## src/sv/dfe_pkg.sv

```systemverilog
// ----------------------------------------------------------------------------
// Delimited frame extractor package
// Shared types, status codes and defaults for the frame extractor.
// ----------------------------------------------------------------------------
package dfe_pkg;

  localparam int DEF_BUFFER_BYTES     = 4096;
  localparam int DEF_MAX_MARKER_BYTES = 8;
  localparam int DEF_MAX_FRAME_BYTES  = 512;

  localparam logic [2:0] STS_STORED  = 3'd0;
  localparam logic [2:0] STS_DROPPED = 3'd1;
  localparam logic [2:0] STS_FRAME   = 3'd2;
  localparam logic [2:0] STS_NOFRAME = 3'd3;
  localparam logic [2:0] STS_JUNK    = 3'd4;

  localparam logic [1:0] REG_START_MARKER     = 2'd0;
  localparam logic [1:0] REG_START_MARKER_LEN = 2'd1;
  localparam logic [1:0] REG_STOP_MARKER      = 2'd2;
  localparam logic [1:0] REG_STOP_MARKER_LEN  = 2'd3;

  localparam logic ACT_PUSH    = 1'b0;
  localparam logic ACT_EXTRACT = 1'b1;

  typedef struct packed {
    logic        action;
    logic [7:0]  data_byte;
    logic        first_of_chunk;
    logic [12:0] chunk_length;
    logic [9:0]  max_length;
  } in_item_t;

  typedef struct packed {
    logic [2:0]  status;
    logic [63:0] frame_word;
    logic [3:0]  word_bytes;
    logic [9:0]  frame_length;
    logic        last;
  } out_item_t;

  typedef struct packed {
    logic start_hit;
    logic stop_hit;
  } match_t;

  // Mask covering the first len bytes of a marker, len in 1..8.
  function automatic logic [63:0] byte_mask(input logic [3:0] len);
    byte_mask = ~64'd0 >> (7'd64 - {len, 3'b000});
  endfunction

endpackage

```

## src/sv/dfe_window_match.sv

```systemverilog
// ----------------------------------------------------------------------------
// Marker window compare
// Holds the last eight scanned bytes and compares both markers against them.
// ----------------------------------------------------------------------------
module dfe_window_match (
  input  logic            clk,
  input  logic            clear,
  input  logic            shift_en,
  input  logic [7:0]      byte_in,
  input  logic [63:0]     start_marker,
  input  logic [3:0]      start_len,
  input  logic [63:0]     stop_marker,
  input  logic [3:0]      stop_len,
  output dfe_pkg::match_t hits
);

  logic [63:0] win_r;
  logic [63:0] win_nxt;
  logic [63:0] start_tail;
  logic [63:0] stop_tail;

  // Newest byte enters at the top, so the last len bytes sit in the top lanes.
  assign win_nxt    = {byte_in, win_r[63:8]};
  assign start_tail = win_nxt >> (7'd64 - {start_len, 3'b000});
  assign stop_tail  = win_nxt >> (7'd64 - {stop_len, 3'b000});

  assign hits.start_hit = (start_tail & dfe_pkg::byte_mask(start_len)) ==
                          (start_marker & dfe_pkg::byte_mask(start_len));
  assign hits.stop_hit  = (stop_tail & dfe_pkg::byte_mask(stop_len)) ==
                          (stop_marker & dfe_pkg::byte_mask(stop_len));

  always_ff @(posedge clk) begin
    if (clear) begin
      win_r <= '0;
    end else if (shift_en) begin
      win_r <= win_nxt;
    end
  end

endmodule

```

## config.mk

```make
export PLATFORM = sky130hd
export DESIGN_NAME = dfe_window_match
export DESIGN_NICKNAME = d
export VERILOG_FILES = /design/src/sv/dfe_pkg.sv /design/src/sv/dfe_window_match.sv
export SDC_FILE = /design/constraint.sdc
export NUM_CORES = 1
export LEC_CHECK = 0
export BUFFER_PORTS_ARGS = -buffer_cell sky130_fd_sc_hd__buf_2
export CAP_MARGIN = 30
export CORE_MARGIN = 2
export CORE_UTILIZATION = 56
export CTS_CLUSTER_SIZE = 28
export DETAILED_ROUTE_END_ITERATION = 7
export PLACE_DENSITY_LB_ADDON = 0.25
export SYNTH_ARGS = -nofsm -noshare
export SYNTH_HDL_FRONTEND = slang
export SYNTH_SLANG_ARGS = --single-unit
```

## constraint.sdc

```tcl
create_clock -name clk -period 9.3 [get_ports clk]
set_clock_uncertainty 0.05 [all_clocks]
set_input_delay 0.93 -clock clk [delete_from_list [all_inputs] [get_ports clk]]
set_output_delay 0.93 -clock clk [all_outputs]
set_load 0.02 [all_outputs]
```

### After elaboration in Yosys (flattened, before gate mapping)

Index checks and enable logic that the tools add are counted.

* flip-flop bits (word level): 64
* bits in latches: 0
* bits in writable memories: 0
* ROM bits: 0
* output and inout port bits: 2
* logic and storage cells: 13
* memories kept: 0

* add/subtract/negate cells: 2
* multipliers: 0
* div/mod/pow operators: 0
* magnitude comparators: 0
* eq/ne operators: 2
* shifts and indexed selects: 4
* multiplexer cells: 0
* bitwise logic cells: 4
* reductions and logical operators: 0

Operators by type and width (number)
* $and 64x64->64: 4
* $eq 64x64->1: 2
* $shr 64x7->64: 2
* $shr 64x7->64 const A: 2
* $sub 7x7->7 const A: 2

### Depth between registers and ports, before layout

Gate-level depths: netlist of the first run.

* depth in word-level cells: 4
* gate-level depth with buffers: 16
* mapped depth without buffers: 10

### Worst setup path after synthesis of the first run

Ideal clock, no wire load.

* kind: input to output
* start point: in start_len[0]
* end point: out hits[1] (netlist bit)
* arrival time: 4.146 ns
* required time: 8.320 ns
* setup slack: 4.174 ns
* stages: 16
* path through: buf_4 > buf_6 > buf_2 > clkbuf_1 > inv_1 > ha_1 > buf_2 > buf_2 > clkbuf_1 > mux4_2 > xor2_1 > nor4_1 > nand3_1 > o21ai_0 > o2111ai_1 > a22oi_1

RTL lines
* start: declaration: line dfe_window_match.sv:11 `input logic [3:0] start_len,`
* end: declaration: line dfe_window_match.sv:14 `output dfe_pkg::match_t hits`

==> impl_metrics.csv, run 1 <==
group,metric,value,unit
status,outcome,"completed",
detailed_routing,drt_wl_total,23600,µm
clock_network,cts_tree,"yes",
layout,area_growth,11.7,%
clock_network,cts_buffers,5,
layout,drive_gt1_share,23.1,%
yosys,ys_seq_elements,56,
pwr,irDropWorstVdd,92.9,µV
critical_path,crit_type,"primary input to output pin",
global_route,overflow,0,
place,place_hpwl,17200,µm
timing,maxSlewViolCount,0,
timing,worst_slew_pin_slew,1.01,ns
yosys,yosys_most_used_dff,"dfxtp_1",
layout,regArea,0.00112,mm²
yosys,synthTopCellsByArea,"mux2i_1 19%, dfxtp_1 15%, mux4_2 9.4%",
detailed_routing,drtAntennaViolNets,0,
detailed_routing,post_drt_wl_per_cell,20.8,µm
floorplan,std_cell_rows,41,
critical_path,crit_fanout,63,
critical_path,start_kind,"primary input",
detailed_routing,vias,7450,
place,globalplace.congestion,1.00,
global_route,antenna_found_initial,0,
clock_network,cts.sinks,56,
yosys,yosysMostFrequentCell,"mux2i_1",
detailed_routing,dr.pass1.iters,6,
clock_network,hold_buffers,0,
layout,final_nets,1114,
timing,setup-violations-final,0,
yosys,synthArstFlopShare,0,%
layout,fin_area,0.00825,mm²
clock_network,cts_max_level,2,
floorplan,die_h,119,µm
critical_path,critPathRequiredTime,8.32,ns
yosys,synth_seq_area_share,15.2,%
timing,timing.fmax,0.148,GHz
clock_network,clk_latency,0.30,ns
floorplan,die-area,0.0141,mm²
clock_network,clockBufferDepth,2,
critical_path,endpoint_kind,"output pin",
clock_network,cts_setup_buffers,0,
clock_network,clock-root-buffer,"clkbuf_16",
floorplan,ios,149,
layout,num-fill-cells,1114,
yosys,netlist_area,0.00739,mm²
detailed_routing,via_per_inst,6.57,
layout,n_antenna_cell,0,
detailed_routing,drtIter0Drc,942,
timing,min_period_over_period,72.9,%
yosys,netlist_instances,868,
yosys,synth_nets,1021,
global_route,gr-usage-all-layers,32.8,%
timing,rsz0062_at_grt,"false",
layout,top_register,"win_r",
pwr,p_leak,0.00343,µW
clock_network,clkTransAtPathRegs,0.07,ns
floorplan,dieWidth,119,µm
place,numPortBuffers,148,
timing,slew_headroom,32.5,%
yosys,synth.distinct_cells,64,
detailed_routing,remaining_drc_errors,0,
yosys,synth_edf_count,0,
pwr,power_density,95.4,mW/mm²
run,max-cap-violations,0,
timing,period_minus_slack,6.78,ns
yosys,synth_top_cell_area_share,19.0,%
floorplan,coreArea,0.0128,mm²
yosys,syn_avg_cell_area,8.51,µm²
clock_network,postCtsResizedCells,0,
yosys,synth_common_cells,"140 x mux2i_1, 84 x nor2_1, 66 x xor2_1",
min_path,hold_class,"register to register",
yosys,synth_top_area_cell,"mux2i_1",
layout,top_regs,"win_r x56",
global_route,grt_max_degree,76,
layout,largest_reg_flops,56,
global_route,grt_pass1_wl,37100,µm
timing,finalHoldViolations,0,
global_route,grt_pass1_vias,6979,
layout,multiInputGateArea,0.00591,mm²
place,dpl_cell_area,0.00810,mm²
yosys,yosys_warnings,0,
timing,tns,0,ns
critical_path,arrival,5.80,ns
floorplan,initial_core_util,57.8,%
through the flow:
stage | hold slack, ns | setup slack [ns] | instances | util (%) | total power (µW)
2_1_floorplan | 0.421 | 4.17 | 868 | - | 493
3_3_place_gp | 0.466 | 2.62 | 1126 | 63.4 | 584
3_5_place_dp | 0.482 | 2.61 | 1126 | 63.4 | 586
4_1_cts | 0.503 | 2.61 | 1134 | 64.6 | 784
5_1_grt | 0.523 | 2.12 | 1134 | 64.6 | 825
6_report | 0.506 | 2.52 | 1134 | 64.6 | 787
layer usage:
| metal | GRT usage [%] | up-vias | part of all wire [%] |
|---|---|---|---|
| met4 | 9.97 | 2 | 3.4 |
| met5 | 2.21 | - | 0.15 |
| li1 | - | 3434 | - |
| met3 | 5.89 | 73 | 11 |
| met1 | 45.3 | 3477 | 40 |
| met2 | 52.2 | 464 | 45 |
area by class of cell:
type,count,area share (%)
Clock buffer,5,1.52
Timing Repair Buffer,157,9.82
Tap cell,172,2.61
Multi-Input combinational cell,731,71.7
Inverter,10,0.455
Sequential cell,56,13.6
Clock inverter,3,0.349
cells by family after synthesis:
group	count (synthesis)	share of synthesized area [%]
simple gates	230	15.6
fa+ha+maj	6	1.02
flops	56	15.2
buf+inv	81	5.00
mux	189	31.2
compound gates	180	17.0
xor+xnor	126	15.0
worst max-delay path: stages:
cell and delay (ns):
buf_2 0.08, buf_4 0.62, clkinv_1 0.75, ha_2 1.23, nor2_1 0.42, a32o_1 0.41
a22oi_1 0.24, xor2_1 0.16, nand3_1 0.09, nor4_1 0.36, o2bb2ai_1 0.10, nor3_1 0.18
buf_2 0.19
placed cells by master (no fill, tap or decap), types with 4 or more instances in the layout:
cell / n
a211oi_1: 7
a21oi_1: 33
a22oi_1: 8
a2bb2oi_1: 13
a31oi_1: 15
and3_1: 4
buf_2: 147
buf_4: 10
clkbuf_16: 5
dfxtp_1: 56
ha_1: 4
inv_1: 9
mux2_2: 18
mux2i_1: 140
mux4_2: 31
nand2_1: 38
nand3_1: 23
nand3b_1: 5
nand4_1: 13
nor2_1: 84
nor2b_1: 14
nor3_1: 9
nor4_1: 15
nor4b_1: 5
nor4bb_1: 6
o211ai_1: 4
o21a_1: 4
o21ai_0: 37
o22a_1: 5
o2bb2ai_1: 10
o32ai_1: 11
xnor2_1: 59
xor2_1: 66
worst paths after layout:
check,start,end,cells after the start,slack [ns]
max,stop_len[0],hits[0],13,2.52
min,win_r[13],win_r[13],2,0.51
max reg2reg,win_r[60],win_r[52],2,8.26
min reg2reg,win_r[13],win_r[13],2,0.51
report_power, final:
group          internal [µW]  switching [µW]  total [µW]
combinational            145             185         330
sequential               244            13.3         257
clock                    104            96.0         200
Power figures use the tool's default switching activity.
==> run 2, diff against run 1 <==
- CORE_UTILIZATION: 56 -> 52
- clock period: 9.3 -> 6.2 ns (I/O delays scaled with it)
==> impl_metrics.csv, run 2 (same netlist as run 1, synthesis figures left out) <==
group,metric,value,unit
status,outcome,"completed",
layout,area_growth,12.1,%
detailed_routing,drtIter0Drc,839,
layout,top_register,"win_r",
timing,timing.fmax,0.207,GHz
floorplan,ios,149,
global_route,overflow,0,
pwr,p_leak,0.00344,µW
pwr,irDropWorstVdd,128,µV
place,globalplace.congestion,1.00,
timing,finalHoldViolations,0,
layout,largest_reg_flops,56,
timing,setup-violations-final,0,
global_route,grt_pass1_vias,6711,
detailed_routing,remaining_drc_errors,0,
clock_network,hold_buffers,0,
global_route,grt_pass1_wl,36200,µm
clock_network,postCtsResizedCells,0,
timing,slew_headroom,34.2,%
floorplan,die_h,123,µm
floorplan,std_cell_rows,43,
place,place_hpwl,17300,µm
detailed_routing,vias,7362,
critical_path,critPathRequiredTime,5.53,ns
pwr,total_power,1180,µW
clock_network,cts_max_level,2,
timing,min_period_over_period,77.9,%
timing,tns,0,ns
global_route,antenna_found_initial,0,
critical_path,critPathBufInv,5,
critical_path,cpPeakStageDelay,0.92,ns
floorplan,dieWidth,123,µm
critical_path,crit_type,"primary input to output pin",
detailed_routing,dr.pass1.iters,7,
place,numPortBuffers,148,
detailed_routing,post_drt_wl_per_cell,20.6,µm
floorplan,die-area,0.0152,mm²
critical_path,arrival,4.16,ns
floorplan,initial_core_util,53.2,%
clock_network,clockBufferDepth,2,
clock_network,cts_buffers,5,
timing,rsz0062_at_grt,"false",
layout,finalCoreUtilization,59.7,%
global_route,gr-usage-all-layers,30.9,%
clock_network,cts_tree,"yes",
timing,hold_ws,0.487,ns
clock_network,clock-root-buffer,"clkbuf_16",
min_path,hp-start,"win_r[11]",
global_route,grt_max_degree,75,
layout,top_regs,"win_r x56",
clock_network,cts.sinks,56,
critical_path,worstPathCellList,"buf_2 -> clkinv_1 -> buf_4 -> ha_2 -> buf_4 -> mux2i_1 -> a2bb2oi_1 -> xor2_1 -> nand3_1 -> nor4_1 -> a21oi_1 -> o31a_1 -> nor3_1 -> buf_2",
critical_path,crit_start,"stop_len[0]",
timing,period_minus_slack,4.83,ns
layout,final_nets,1115,
clock_network,cts_setup_buffers,0,
clock_network,clkTransAtPathRegs,0.08,ns
pwr,power_density,142,mW/mm²
clock_network,clk_latency,0.29,ns
timing,maxSlewViolCount,0,
layout,layout_commonest_cell,"buf_2",
critical_path,cp_slowest_cell,"ha_2",
layout,num-fill-cells,1307,
run,max-cap-violations,0,
detailed_routing,drtAntennaViolNets,0,
critical_path,start_kind,"primary input",
critical_path,r2r_start,"win_r[56]",
critical_path,endpoint_kind,"output pin",
critical_path,crit_fanout,38,
layout,most-common-layout-cells,"147 x buf_2, 140 x mux2i_1, 84 x nor2_1",
critical_path,crit_family,"buffers and inverters",
layout,n_antenna_cell,0,
floorplan,coreArea,0.0139,mm²
place,dp.cells,1135,
min_path,hold_class,"register to register",
timing,worst_slew_pin_slew,0.987,ns
detailed_routing,via_per_inst,6.44,
layout,final-instance-count-excl-fill,1143,
detailed_routing,drt_wl_total,23600,µm
layout,drive_gt1_share,23.3,%
==> run 2: final timing paths <==
check             slack [ns]        end  cells after the start
setup / recovery        1.37    hits[0]                     14
hold / removal          0.49  win_r[11]                      2
setup reg to reg        5.12  win_r[48]                      2
hold reg to reg         0.49  win_r[11]                      2
==> run 2: final cells by class <==
type                    count  area [µm²]  area share, %
repair buffers            158         826           9.97
multi-input cells         731        5920           71.5
inverters                  10        37.5          0.453
clock buffers               5         125           1.51
clock inverters             3        27.5          0.332
well taps                 180         225           2.72
flip-flops and latches     56        1120           13.5
==> run 2: worst reg2reg max path: stages (launching register included) <==
cell and delay [ns]:
dfxtp_1 0.70, mux2i_1 0.16, nor2_1 0.11
==> run 2: metrics by stage <==
step / instance area (µm²) / worst slack [ns]
detailed placement: 8130 / 1.40
global route: 8280 / 1.11
CTS: 8280 / 1.38
floorplan: 7390 / 1.69
global placement: 8120 / 1.46
finish: 8280 / 1.37
==> run 2: report_power, final <==
part           switching (µW)  internal (µW)  total [µW]  leakage, µW
Clock                     142            154         295    0.0000719
Combinational             278            219         497      0.00291
Sequential               19.9            366         386     0.000453
==> run 2: metal layers <==
metal / part of all wire [%] / vias up / routed length (µm) / track usage [%]
met1: 43 / 3426 / 10000 / 43.2
met5: 0 / - / 0 / 0
met2: 43 / 428 / 10100 / 46.8
met4: 4.5 / 0 / 1050 / 13.2
li1: - / 3433 / - / -
met3: 10 / 75 / 2360 / 5.40
==> run 3, diff against run 2 <==
- ABC_AREA: unset -> 1
- CORE_UTILIZATION: 52 -> 53
- clock period: 6.2 -> 4.4 ns (I/O delays scaled with it)
==> impl_metrics.csv, run 3 <==
group,metric,value,unit
yosys,synth_seq_area_share,12.6,%
pwr,power_density,206,mW/mm²
critical_path,start_kind,"primary input",
clock_network,clk_latency,0.29,ns
global_route,grt_pass1_wl,52700,µm
place,numPortBuffers,148,
clock_network,clock-root-buffer,"clkbuf_16",
detailed_routing,remaining_drc_errors,0,
timing,min_period_over_period,82.9,%
timing,worst_slew_pin_slew,1.04,ns
critical_path,critPathRequiredTime,3.91,ns
detailed_routing,dr.pass1.iters,6,
layout,largest_reg_flops,56,
pwr,p_leak,0.00497,µW
clock_network,cts_max_level,2,
place,place_hpwl,24600,µm
yosys,yosysMostFrequentCell,"nand2_1",
timing,timing.fmax,0.274,GHz
yosys,yosys_warnings,0,
yosys,synth_top_area_cell,"nand2_1",
yosys,yosys.area_share.simple,66.7,%
layout,fin_area,0.00957,mm²
yosys,synthMuxAreaShare,0,%
yosys,synthAdderAreaFrac,0.844,%
floorplan,die-area,0.0178,mm²
layout,multiInputGateArea,0.00664,mm²
detailed_routing,drtAntennaViolNets,0,
yosys,synthTopCellsByArea,"nand2_1 32%, nand3_1 19%, dfxtp_1 13%",
timing,finalHoldViolations,0,
detailed_routing,vias,12200,
yosys,synth_nets,1923,
floorplan,initial_core_util,54.0,%
status,outcome,"completed",
yosys,yosys_most_used_dff,"dfxtp_1",
global_route,overflow,0,
place,globalplace.congestion,0.960,
critical_path,endpoint_kind,"output pin",
yosys,syn_avg_cell_area,5.02,µm²
critical_path,crit_type,"primary input to output pin",
critical_path,crit_fanout,42,
timing,tns,0,ns
run,max-cap-violations,0,
floorplan,coreArea,0.0165,mm²
layout,num-fill-cells,1790,
global_route,grt_max_degree,69,
layout,regArea,0.00112,mm²
clock_network,clkTransAtPathRegs,0.07,ns
clock_network,clockBufferDepth,2,
layout,layout_commonest_cell,"nand2_1",
yosys,synth_top_family_by_area,"simple AND/OR/NAND/NOR gates",
min_path,hold_class,"register to register",
detailed_routing,drtIter0Drc,1728,
yosys,synth-compound-area-share,6.36,%
place,dpl_cell_area,0.00943,mm²
floorplan,std_cell_rows,47,
timing,slew_headroom,30.3,%
layout,top_register,"win_r",
yosys,netlist_area,0.00889,mm²
clock_network,cts_buffers,5,
layout,top_regs,"win_r x56",
layout,drive_gt1_share,10.5,%
timing,rsz0062_at_grt,"false",
pwr,irDropWorstVdd,173,µV
detailed_routing,drt_wl_total,34000,µm
yosys,synth_common_cells,"768 x nand2_1, 345 x nand3_1, 125 x nor2_1",
floorplan,dieWidth,134,µm
global_route,grt_pass1_vias,10400,
timing,maxSlewViolCount,0,
yosys,synth.distinct_cells,33,
layout,most-common-layout-cells,"766 x nand2_1, 345 x nand3_1, 148 x buf_2",
critical_path,r2r_slack,3.25,ns
clock_network,postCtsResizedCells,0,
yosys,yosys.area_share.xor_xnor,0.690,%
yosys,synthArstFlopShare,0,%
clock_network,cts_tree,"yes",
yosys,synth_edf_count,0,
detailed_routing,via_per_inst,5.95,
yosys,netlist_instances,1770,
layout,area_growth,7.68,%
timing,setup-violations-final,0,
global_route,antenna_found_initial,0,
yosys,ys_seq_elements,56,
global_route,gr-usage-all-layers,36.8,%
yosys,synth_top_cell_area_share,32.4,%
clock_network,cts_setup_buffers,0,
layout,n_antenna_cell,0,
floorplan,die_h,134,µm
timing,period_minus_slack,3.65,ns
clock_network,cts.sinks,56,
layout,final_nets,1986,
floorplan,ios,149,
detailed_routing,post_drt_wl_per_cell,16.6,µm
clock_network,hold_buffers,0,
critical_path,arrival,3.16,ns
==> run 3: path summary, 6_finish.rpt <==
| path | to | from | depth (start not counted) |
|---|---|---|---|
| worst min-delay path | win_r[12] | win_r[12] | 2 |
| worst max register to register | win_r[49] | win_r[57] | 2 |
| worst max-delay path | hits[0] | stop_len[0] | 18 |
| worst min register to register | win_r[12] | win_r[12] | 2 |
==> run 3: worst max-delay path: stages <==
cell	delay, ns
buf_2	0.11
inv_2	0.31
ha_1	0.33
clkinv_2	0.39
buf_4	0.36
nand3_1	0.16
nand3b_1	0.11
nand2_1	0.06
nor2_1	0.13
nand2_1	0.07
nor2_1	0.11
nand2_1	0.08
inv_1	0.06
nand3_1	0.06
nand2_1	0.06
nand2_1	0.05
nor2_1	0.09
buf_2	0.17
==> run 3: cell type report <==
| cell class | instances | share of cell area [%] |
|---|---|---|
| Clock inverter | 1 | 0.0915 |
| Multi-Input combinational cell | 1477 | 69.3 |
| Inverter | 128 | 5.08 |
| Sequential cell | 56 | 11.7 |
| Tap cell | 220 | 2.88 |
| Clock buffer | 6 | 1.45 |
| Timing Repair Buffer | 165 | 9.46 |
==> run 3: cell families after synthesis <==
| logic type | Yosys count |
|---|---|
| compound gates | 98 |
| xor+xnor | 7 |
| buf+inv | 237 |
| fa+ha+maj | 6 |
| flops | 56 |
| simple gates | 1366 |
==> run 3: per-stage QoR <==
| step | utilization, % | worst slack, ns | power (µW) | hold slack [ns] | cells |
|---|---|---|---|---|---|
| after floorplan | - | 1.43 | 1290 | 0.404 | 1770 |
| after global placement | 57.2 | 0.829 | 1530 | 0.416 | 2046 |
| after detailed placement | 57.2 | 0.828 | 1550 | 0.425 | 2046 |
| after CTS | 58.1 | 0.817 | 1940 | 0.435 | 2053 |
| after global routing | 58.1 | 0.443 | 2100 | 0.465 | 2053 |
| final | 58.1 | 0.754 | 1970 | 0.436 | 2053 |
==> run 3: where the power goes <==
group	switching [µW]	internal, µW	total, µW
clock network	181	225	406
logic	669	326	995
registers	48.7	523	572
==> run 3: routing by layer <==
| metal | vias up | wire length [µm] | global-route usage, % |
|---|---|---|---|
| met1 | 5409 | 13100 | 48.4 |
| met5 | - | 0 | 0 |
| met3 | 165 | 4170 | 6.96 |
| met2 | 736 | 14500 | 56.8 |
| met4 | 0 | 2180 | 20.3 |
| li1 | 5914 | - | - |
